$ cat src/rtl/rwf_pkg.sv
// Shared constants, types and the sequencer state type of the rolling window
// fingerprint block. No dependencies; others refer to it by scope or import.
package rwf_pkg;

  localparam int WINDOW_MAX = 64;
  localparam int PTR_W      = $clog2(WINDOW_MAX);
  localparam int LEN_W      = $clog2(WINDOW_MAX + 1);
  localparam int WLEN_W     = 7;
  localparam int CMP_W      = (LEN_W > WLEN_W) ? LEN_W : WLEN_W;
  localparam int BYTE_W     = 8;
  localparam int HASH_W     = 61;
  localparam int HALF_W     = 32;
  localparam int ACC_W      = 2 * HASH_W;
  localparam int CFG_IDX_W  = 2;
  localparam int STEP_W     = 3;

  typedef logic [PTR_W-1:0]     ptr_t;
  typedef logic [LEN_W-1:0]     len_t;
  typedef logic [WLEN_W-1:0]    wlen_t;
  typedef logic [CMP_W-1:0]     cmp_t;
  typedef logic [BYTE_W-1:0]    byte_t;
  typedef logic [HASH_W-1:0]    hash_t;
  typedef logic [HASH_W:0]      wide_t;
  typedef logic [HALF_W-1:0]    half_t;
  typedef logic [2*HALF_W-1:0]  prod_t;
  typedef logic [ACC_W-1:0]     acc_t;
  typedef logic [CFG_IDX_W-1:0] cfg_idx_t;
  typedef logic [STEP_W-1:0]    step_t;

  // Mersenne modulus 2^61-1
  localparam hash_t MOD_M = {HASH_W{1'b1}};

  localparam wlen_t WLEN_RESET = wlen_t'(16);
  localparam hash_t BASE_RESET = hash_t'(257);

  localparam cfg_idx_t REG_WINDOW_LENGTH = cfg_idx_t'(0);
  localparam cfg_idx_t REG_HASH_BASE     = cfg_idx_t'(1);

  // Multiplier sequencing: four partial-product steps, then the fold step
  localparam step_t MUL_FOLD_STEP = step_t'(4);

  typedef enum logic [3:0] {
    ST_PINIT,
    ST_PCHK,
    ST_PMULW,
    ST_PSQW,
    ST_IDLE,
    ST_READ,
    ST_SUB,
    ST_SUBW,
    ST_HORN,
    ST_HORNW,
    ST_OUT
  } rwf_state_t;

endpackage

$ cat src/rtl/rwf_mulmod.sv
// Multi-cycle multiplier modulo 2^61-1: one 32x32 partial product per cycle,
// then a Mersenne fold. Depends on rwf_pkg.
module rwf_mulmod (
  input  logic           clk,
  input  logic           rst,
  input  logic           start,
  input  rwf_pkg::hash_t a,
  input  rwf_pkg::hash_t b,
  output logic           done,
  output rwf_pkg::hash_t result
);

  logic            busy;
  rwf_pkg::step_t  step;
  rwf_pkg::hash_t  op_a;
  rwf_pkg::hash_t  op_b;
  rwf_pkg::acc_t   acc;
  rwf_pkg::half_t  ma;
  rwf_pkg::half_t  mb;
  rwf_pkg::prod_t  prod;
  rwf_pkg::acc_t   pp;
  rwf_pkg::wide_t  s1;
  rwf_pkg::wide_t  s1r;
  rwf_pkg::wide_t  s2;
  rwf_pkg::wide_t  s2r;
  rwf_pkg::hash_t  folded;

  // step bit 1 picks the high half of a, bit 0 the high half of b
  always_comb begin
    ma   = step[1] ? rwf_pkg::half_t'(op_a[rwf_pkg::HASH_W-1:rwf_pkg::HALF_W])
                   : op_a[rwf_pkg::HALF_W-1:0];
    mb   = step[0] ? rwf_pkg::half_t'(op_b[rwf_pkg::HASH_W-1:rwf_pkg::HALF_W])
                   : op_b[rwf_pkg::HALF_W-1:0];
    prod = rwf_pkg::prod_t'(ma) * rwf_pkg::prod_t'(mb);
    case (step)
      rwf_pkg::step_t'(0): pp = rwf_pkg::acc_t'(prod);
      rwf_pkg::step_t'(1),
      rwf_pkg::step_t'(2): pp = rwf_pkg::acc_t'(prod) << rwf_pkg::HALF_W;
      default:             pp = rwf_pkg::acc_t'(prod) << (2 * rwf_pkg::HALF_W);
    endcase
  end

  // fold high and low 61-bit parts twice, each with a conditional subtract
  always_comb begin
    s1  = {1'b0, acc[rwf_pkg::ACC_W-1:rwf_pkg::HASH_W]}
        + {1'b0, acc[rwf_pkg::HASH_W-1:0]};
    s1r = (s1 >= {1'b0, rwf_pkg::MOD_M}) ? s1 - {1'b0, rwf_pkg::MOD_M} : s1;
    s2  = rwf_pkg::wide_t'(s1r[rwf_pkg::HASH_W]) + {1'b0, s1r[rwf_pkg::HASH_W-1:0]};
    s2r = (s2 >= {1'b0, rwf_pkg::MOD_M}) ? s2 - {1'b0, rwf_pkg::MOD_M} : s2;
    folded = rwf_pkg::hash_t'(s2r);
  end

  always_ff @(posedge clk) begin
    if (rst) begin
      busy <= 1'b0;
      step <= '0;
      done <= 1'b0;
    end else begin
      done <= 1'b0;
      if (start) begin
        busy <= 1'b1;
        step <= '0;
      end else if (busy) begin
        if (step == rwf_pkg::MUL_FOLD_STEP) begin
          busy <= 1'b0;
          done <= 1'b1;
        end else begin
          step <= step + rwf_pkg::step_t'(1);
        end
      end
    end
  end

  always_ff @(posedge clk) begin
    if (start) begin
      op_a <= a;
      op_b <= b;
      acc  <= '0;
    end else if (busy && step != rwf_pkg::MUL_FOLD_STEP) begin
      acc <= acc + pp;
    end
    if (busy && step == rwf_pkg::MUL_FOLD_STEP) begin
      result <= folded;
    end
  end

endmodule

$ cat config.mk
export PLATFORM = sky130hd
export DESIGN_NAME = rwf_mulmod
export DESIGN_NICKNAME = d
export VERILOG_FILES = /design/src/rtl/rwf_pkg.sv /design/src/rtl/rwf_mulmod.sv
export SDC_FILE = /design/constraint.sdc
export NUM_CORES = 2
export LEC_CHECK = 0
export BUFFER_PORTS_ARGS = -buffer_cell sky130_fd_sc_hd__buf_2
export CORE_MARGIN = 3
export CORE_UTILIZATION = 40
export DETAILED_ROUTE_END_ITERATION = 10
export SLEW_MARGIN = 25
export SYNTH_ARGS = -nofsm -noshare
export SYNTH_HDL_FRONTEND = slang
export SYNTH_SLANG_ARGS = --single-unit
$ cat constraint.sdc
create_clock -name clk -period 18.1 [get_ports clk]
set_input_delay 0 -clock clk [delete_from_list [all_inputs] [get_ports clk]]
set_output_delay 0 -clock clk [all_outputs]
set_load 0.01 [all_outputs]
* After elaboration in Yosys (flattened, before gate mapping)
Index checks and enable logic that the tools add are counted.
Word-level totals: flip-flop bits (word level) 310, output and inout port bits 62, word-level logic and storage cells 38
Operators by class: add/subtract/negate cells 6, $mul 1, order comparisons 2, eq/ne operators 4, muxes and demuxes 9, bitwise operators 2, reductions and logical operators 7
Operators by type and width (count):
- one-hot mux 122 bit (2 select lines) | 1
- greater-or-equal comparator 62 x 61 -> 1 bit, second input constant | 2
- adder 122 bit | 1
- multiplier 32 x 32 -> 64 bit | 1
- two-way mux 32 bit | 2
- adder 1 x 61 -> 62 bit | 1
- adder 61 x 61 -> 62 bit | 1
- two-way mux 62 bit | 1
- subtractor 62 x 61 -> 62 bit, second input constant | 1
- two-way mux 61 bit | 1
- subtractor 61 bit, second input constant | 1
- two-way mux 1 bit | 4
- OR reduction 2 bit | 2
- adder 3 x 1 -> 3 bit, second input constant | 1
- == test 3 x 1 -> 1 bit, second input constant | 1
- == test 3 x 2 -> 1 bit, second input constant | 1
- == test 3 bit, second input constant | 1
- logical NOT 3 bit | 1
- != test 3 bit, second input constant | 1
- OR reduction 3 bit | 1
- logical AND 1 bit | 2
- inverter 1 bit | 2
- AND reduction 2 bit | 1

* Longest topological paths before layout
depth in word-level cells 6, depth in mapped cells 61, mapped depth without buffers 56

* Least setup slack after synthesis
No wires, ideal clock.
kind register -> register, start register step[1], end register acc[121], arrival time 13.748 ns, path slack 4.231 ns, cell stages (with the launch flop) 60, path buffers 5, clock period less this slack 13.869 ns, cells stage by stage dfxtp_1 clkbuf_1 buf_1 clkbuf_1 mux2i_1 clkbuf_1 nor2_1 fa_1 fa_1 inv_1 fa_1 fa_1 fa_1 inv_1 fa_1 fa_1 inv_1 fa_1 (+24 left out) o21ai_0 a21o_1 a21oi_1 o21ai_0 nor2_1 o21ai_0 a221o_1 o2111ai_1 nand2_1 o21a_1 o31ai_1 o311ai_0 nand3_1 a21oi_1 o31ai_1 a211oi_1 nor3_1 mux2_2
Between the ends: longest elaborated chain between the ends 4, elaborated cells between the ends (all ways) 10, those cells by class add/sub (1); mul (1); eq/ne (3); mux (2); reduce/logical (3)
RTL lines:
- start, declared | RTL line rwf_mulmod.sv:14 | rwf_pkg::step_t step;
- start signal, assigned | RTL line rwf_mulmod.sv:68 | step <= step + rwf_pkg::step_t'(1);
- two-way mux 32 bit (tied with other cells) | RTL line rwf_mulmod.sv:30 | ma = step[1] ? rwf_pkg::half_t'(op_a[rwf_pkg::HASH_W-1:rwf_pkg::HALF_W])
- multiplier 32 x 32 -> 64 bit or OR reduction 2 bit (tied branches) | RTL line rwf_mulmod.sv:34, rwf_mulmod.sv:35
- one-hot mux 122 bit (2 select lines) | RTL line rwf_mulmod.sv:35 | case (step)
- adder 122 bit | RTL line rwf_mulmod.sv:80 | acc <= acc + pp;
- end signal, assigned | RTL line rwf_mulmod.sv:80
- end, declared | RTL line rwf_mulmod.sv:17 | rwf_pkg::acc_t acc;
Several ways; a longest one is shown, not always the timed one. A chain may end at the register's enable or synchronous reset.

* Final worst setup path
start register step[0], end register acc[121]
Between the ends: longest elaborated chain between the ends 4, elaborated cells between the ends (all ways) 10, those cells by class add/sub (1); mul (1); eq/ne (3); mux (2); reduce/logical (3)
RTL lines:
- two-way mux 32 bit (tied with other cells) | RTL line rwf_mulmod.sv:32 | mb = step[0] ? rwf_pkg::half_t'(op_b[rwf_pkg::HASH_W-1:rwf_pkg::HALF_W])
- multiplier 32 x 32 -> 64 bit or OR reduction 2 bit (tied branches) | RTL line rwf_mulmod.sv:34, rwf_mulmod.sv:35
- one-hot mux 122 bit (2 select lines) | RTL line rwf_mulmod.sv:35
- adder 122 bit | RTL line rwf_mulmod.sv:80
Several ways; a longest one is shown, not always the timed one.

==> results.txt <==
The run finished with clean final reports. The number of standard-cell rows in the floorplan is 141. The share of async-settable or async-resettable flops after synthesis came out at 0%. The worst slew margin relative to its limit came out at 17.7%. Grouping stages by cell kind, the critical path spends the most delay in compound AO/OA/AOI/OAI gates. Global routing finished with a remaining overflow of 0. The clock latency on the worst-skew pair is 0.65 ns. For this run, the total global-route usage over all layers was measured as between 20% and 30%.

The area overhead of the layout relative to synthesis is 9.95%. Detailed routing inserted a total of between 50000 and 60000 vias. The aggregate negative setup slack is 0 ns. The mapped cell area came out at 0.0602 sq mm.

The clock arrives with 0.0547 ns of skew. The worst min-delay path category is input pin to flip-flop. For the worst setup path, the data required time is 18.60 ns. The x dimension of the die is 394 microns. STA classifies the critical path endpoint as a flip-flop. Setup repair after global routing left no endpoint under its margin. The number of antenna violations at the first check in global routing came out at 13. The share of final-layout standard cells stronger than drive strength 1 is 8.14%. In the synthesized netlist the dominant register cell turns out to be sky130_fd_sc_hd__edfxtp_1. For this design, the CTS-stage hold fixing added between 100 and 150 buffers.

The worst-case setup margin in the final layout is roughly 1.6 ns. The first-iteration detailed-routing DRC count came out at between 5000 and 6000. The most repeated cell in the gate-level netlist after synthesis is sky130_fd_sc_hd__inv_1. TritonCTS built the clock tree. The clock sink count came out at 310. The synthesized netlist cell count came out at 7149. The detailed placement HPWL came out at between 150000 and 200000 microns. At the pin with the least slew margin, the transition time is about 1.2 ns. The post-layout minimum cycle time came out at 16.49 ns. The die area is 0.155 sq mm.

The number of gates resized after CTS was 0. The total CTS buffers is 42. The hold violation count in the final report is 0.

The synthesis warning total came out at 0. The critical-path maximum fanout is 32. Data arrives at the worst endpoint at about 17 ns. After synthesis the netlist holds a flip-flop and latch count of 310.

The worst setup path category is flip-flop to flip-flop. The I/O pin count is 187. After synthesis, the most frequently instantiated cells are sky130_fd_sc_hd__inv_1, sky130_fd_sc_hd__nand2_1, sky130_fd_sc_hd__fa_1. The via count of the first global-routing pass came out at 52400. The final layout contains routed wiring with a total length of 223000 microns. Each instance of the synthesized netlist takes up on average about 8.4 sq um.

STA classifies the critical path startpoint as a flip-flop. The ratio of final minimum period to clock period came out at 91.1%. The number of I/O port buffers came out at 186.

Fill cells in the final layout number ~15000. The number of nets in the final layout came out at 8749. In this run the clock root is driven by a sky130_fd_sc_hd__clkbuf_16. In this design, the critical path's most frequently occurring cell is sky130_fd_sc_hd__fa_1. The number of enable flip-flop cells after synthesis came out at 183. The net count of the mapped netlist came out at ~8600. The largest stage delay on the critical path is 0.85 ns. The pin count of the biggest net entering global routing is 99. The post-placement worst setup slack is 1.96 ns. The global-route wire length before repair came out at about 330000 microns. The tool flagged a number of max-cap violations equal to 0.

The y dimension of the die came out at approximately 400 microns. The buffer and inverter count on the worst path is 6. In this run the post-CTS setup repair buffer count came out at 0. The remaining routing DRC violations is 0. The synthesized design devotes to its leading area cell type 29.9% of total area.

The core region area came out at 0.149 sq mm. The global placement routability congestion is approximately 0.98. The H-tree level count came out at 2. The initial core utilization came out at 40.5%.

The number of pins exceeding their max-slew limit in the final report was 0. The maximum clock frequency came out at about 60 MHz. Counting along the longest clock path gives a buffer depth of 3. For this design, the slowest cell found on the critical path is sky130_fd_sc_hd__dfxtp_4.

After clock tree synthesis, the clock-pin slew on the worst setup and hold paths is 0.06 ns. In the routed layout, each cell is associated on average with a via count of 5.73. Yosys attributes the largest share of cell area to sky130_fd_sc_hd__fa_1, sky130_fd_sc_hd__ha_1, sky130_fd_sc_hd__edfxtp_1, sky130_fd_sc_hd__inv_1, sky130_fd_sc_hd__nand2_1. The number of routed nets with antenna violations is 0. Setup violations remaining at the end of the flow were counted as 0. The number of distinct library cells after synthesis came out at 110. sky130_fd_sc_hd__fa_1 takes more of the synthesized area than any other cell. The detailed-router iteration count before antenna repair came out at 6. The register area share after synthesis came out at 13.4%.

The average wire per cell in the routed design is 24.0 microns.
metal layers:
layer  up-vias  routed length [microns]  global-route usage, %
met1     26600                    94400                   39.9
met5         -                       27                      0
met3       435                    25000                   7.30
met4         4                     9170                   9.89
li1      23700                        -                      -
met2      2607                    94700                   41.7
path summary, 6_finish.rpt:
| kind | start | end | slack [ns] | depth (start not counted) |
|---|---|---|---|---|
| worst max-delay path | step[0] | acc[121] | 1.61 | 53 |
| worst min-delay path | a[30] | op_a[30] | 0.08 | 2 |
| worst max register to register | step[0] | acc[121] | 1.61 | 53 |
| worst min register to register | acc[105] | acc[105] | 0.48 | 2 |
worst register-to-register path, delay by kind of cell, from the launching register on:
family                   cells  cell delay (ns)
adder cells (fa/ha/maj)     10             4.91
multiplexers                 2             1.17
XOR/XNOR                     1             0.48
AO/OA/AOI/OAI               28             7.55
AND/OR/NAND/NOR              6             0.72
buffers and inverters        6             0.71
flip-flops                   1             0.85
cell usage in the layout (no fill, tap or decap), types with 33 or more instances in the layout:
cell type                       Yosys  routed
sky130_fd_sc_hd__xnor2_1          187     181
sky130_fd_sc_hd__and3_1            38      37
sky130_fd_sc_hd__o31ai_1           33      33
sky130_fd_sc_hd__nor2b_1           45      43
sky130_fd_sc_hd__mux2_2            63      63
sky130_fd_sc_hd__xor2_1           107     104
sky130_fd_sc_hd__dfxtp_1          127     125
sky130_fd_sc_hd__fa_1             898     898
sky130_fd_sc_hd__buf_2             23     185
sky130_fd_sc_hd__a31oi_1           48      48
sky130_fd_sc_hd__o22ai_1           54      54
sky130_fd_sc_hd__mux2i_2            0      37
sky130_fd_sc_hd__o21ai_0          171     171
sky130_fd_sc_hd__nor2_1           851     851
sky130_fd_sc_hd__edfxtp_1         183     183
sky130_fd_sc_hd__a21o_1           169     169
sky130_fd_sc_hd__nand3_1          111     111
sky130_fd_sc_hd__nand2b_1          55      54
sky130_fd_sc_hd__and2_1            51      50
sky130_fd_sc_hd__nor4_1            36      36
sky130_fd_sc_hd__ha_1             453     453
sky130_fd_sc_hd__nand2_1          909     908
sky130_fd_sc_hd__nand4_1           90      90
sky130_fd_sc_hd__inv_1           1001    1001
sky130_fd_sc_hd__buf_4              3     125
sky130_fd_sc_hd__or3_1             41      41
sky130_fd_sc_hd__nor3_1           101     101
sky130_fd_sc_hd__dlygate4sd3_1      0     124
sky130_fd_sc_hd__a211oi_1          46      44
sky130_fd_sc_hd__mux2i_1          120      80
sky130_fd_sc_hd__clkbuf_16          0      42
sky130_fd_sc_hd__a21oi_1          394     392
metrics by stage:
step | std cells | utilization (%) | area (sq um) | hold slack, ns
after global placement | 9105 | 42.7 | 63400 | 0.176
after global routing | 9309 | 44.5 | 66200 | 0.0693
after floorplan | 7149 | - | 60200 | 0.0724
final | 9313 | 44.5 | 66200 | 0.0784
after CTS | 9306 | 44.5 | 66100 | 0.0308
after detailed placement | 9105 | 42.7 | 63400 | 0.178
flip-flops by register name, indices dropped and copies added, names as in the netlist:
name / count
acc: 122
busy: 1
done: 1
op_a: 61
op_b: 61
result: 61
step: 3
cells by family after synthesis:
family | share of synthesized area, %
AOI/OAI and AO/OA | 12.8
and+or+nand+nor | 18.5
buffers and inverters | 8.60
muxes | 3.19
adders and majority gates | 39.3
xor gates and xnor gates | 4.33
DFF | 13.4
cell type report:
class,count,area (sq um),area share [%]
clock buffers,53,1110,1.68
repair buffers,437,3160,4.77
inverters,1001,3760,5.68
flip-flops and latches,310,8050,12.2
clock inverters,24,305,0.461
well taps,2002,2500,3.79
multi-input cells,5481,47300,71.4
diodes,5,12.5,0.0189
Power is left out: the tool's default activity adds up to more than one toggle a clock period on the data nets, which glitch-free logic cannot reach.
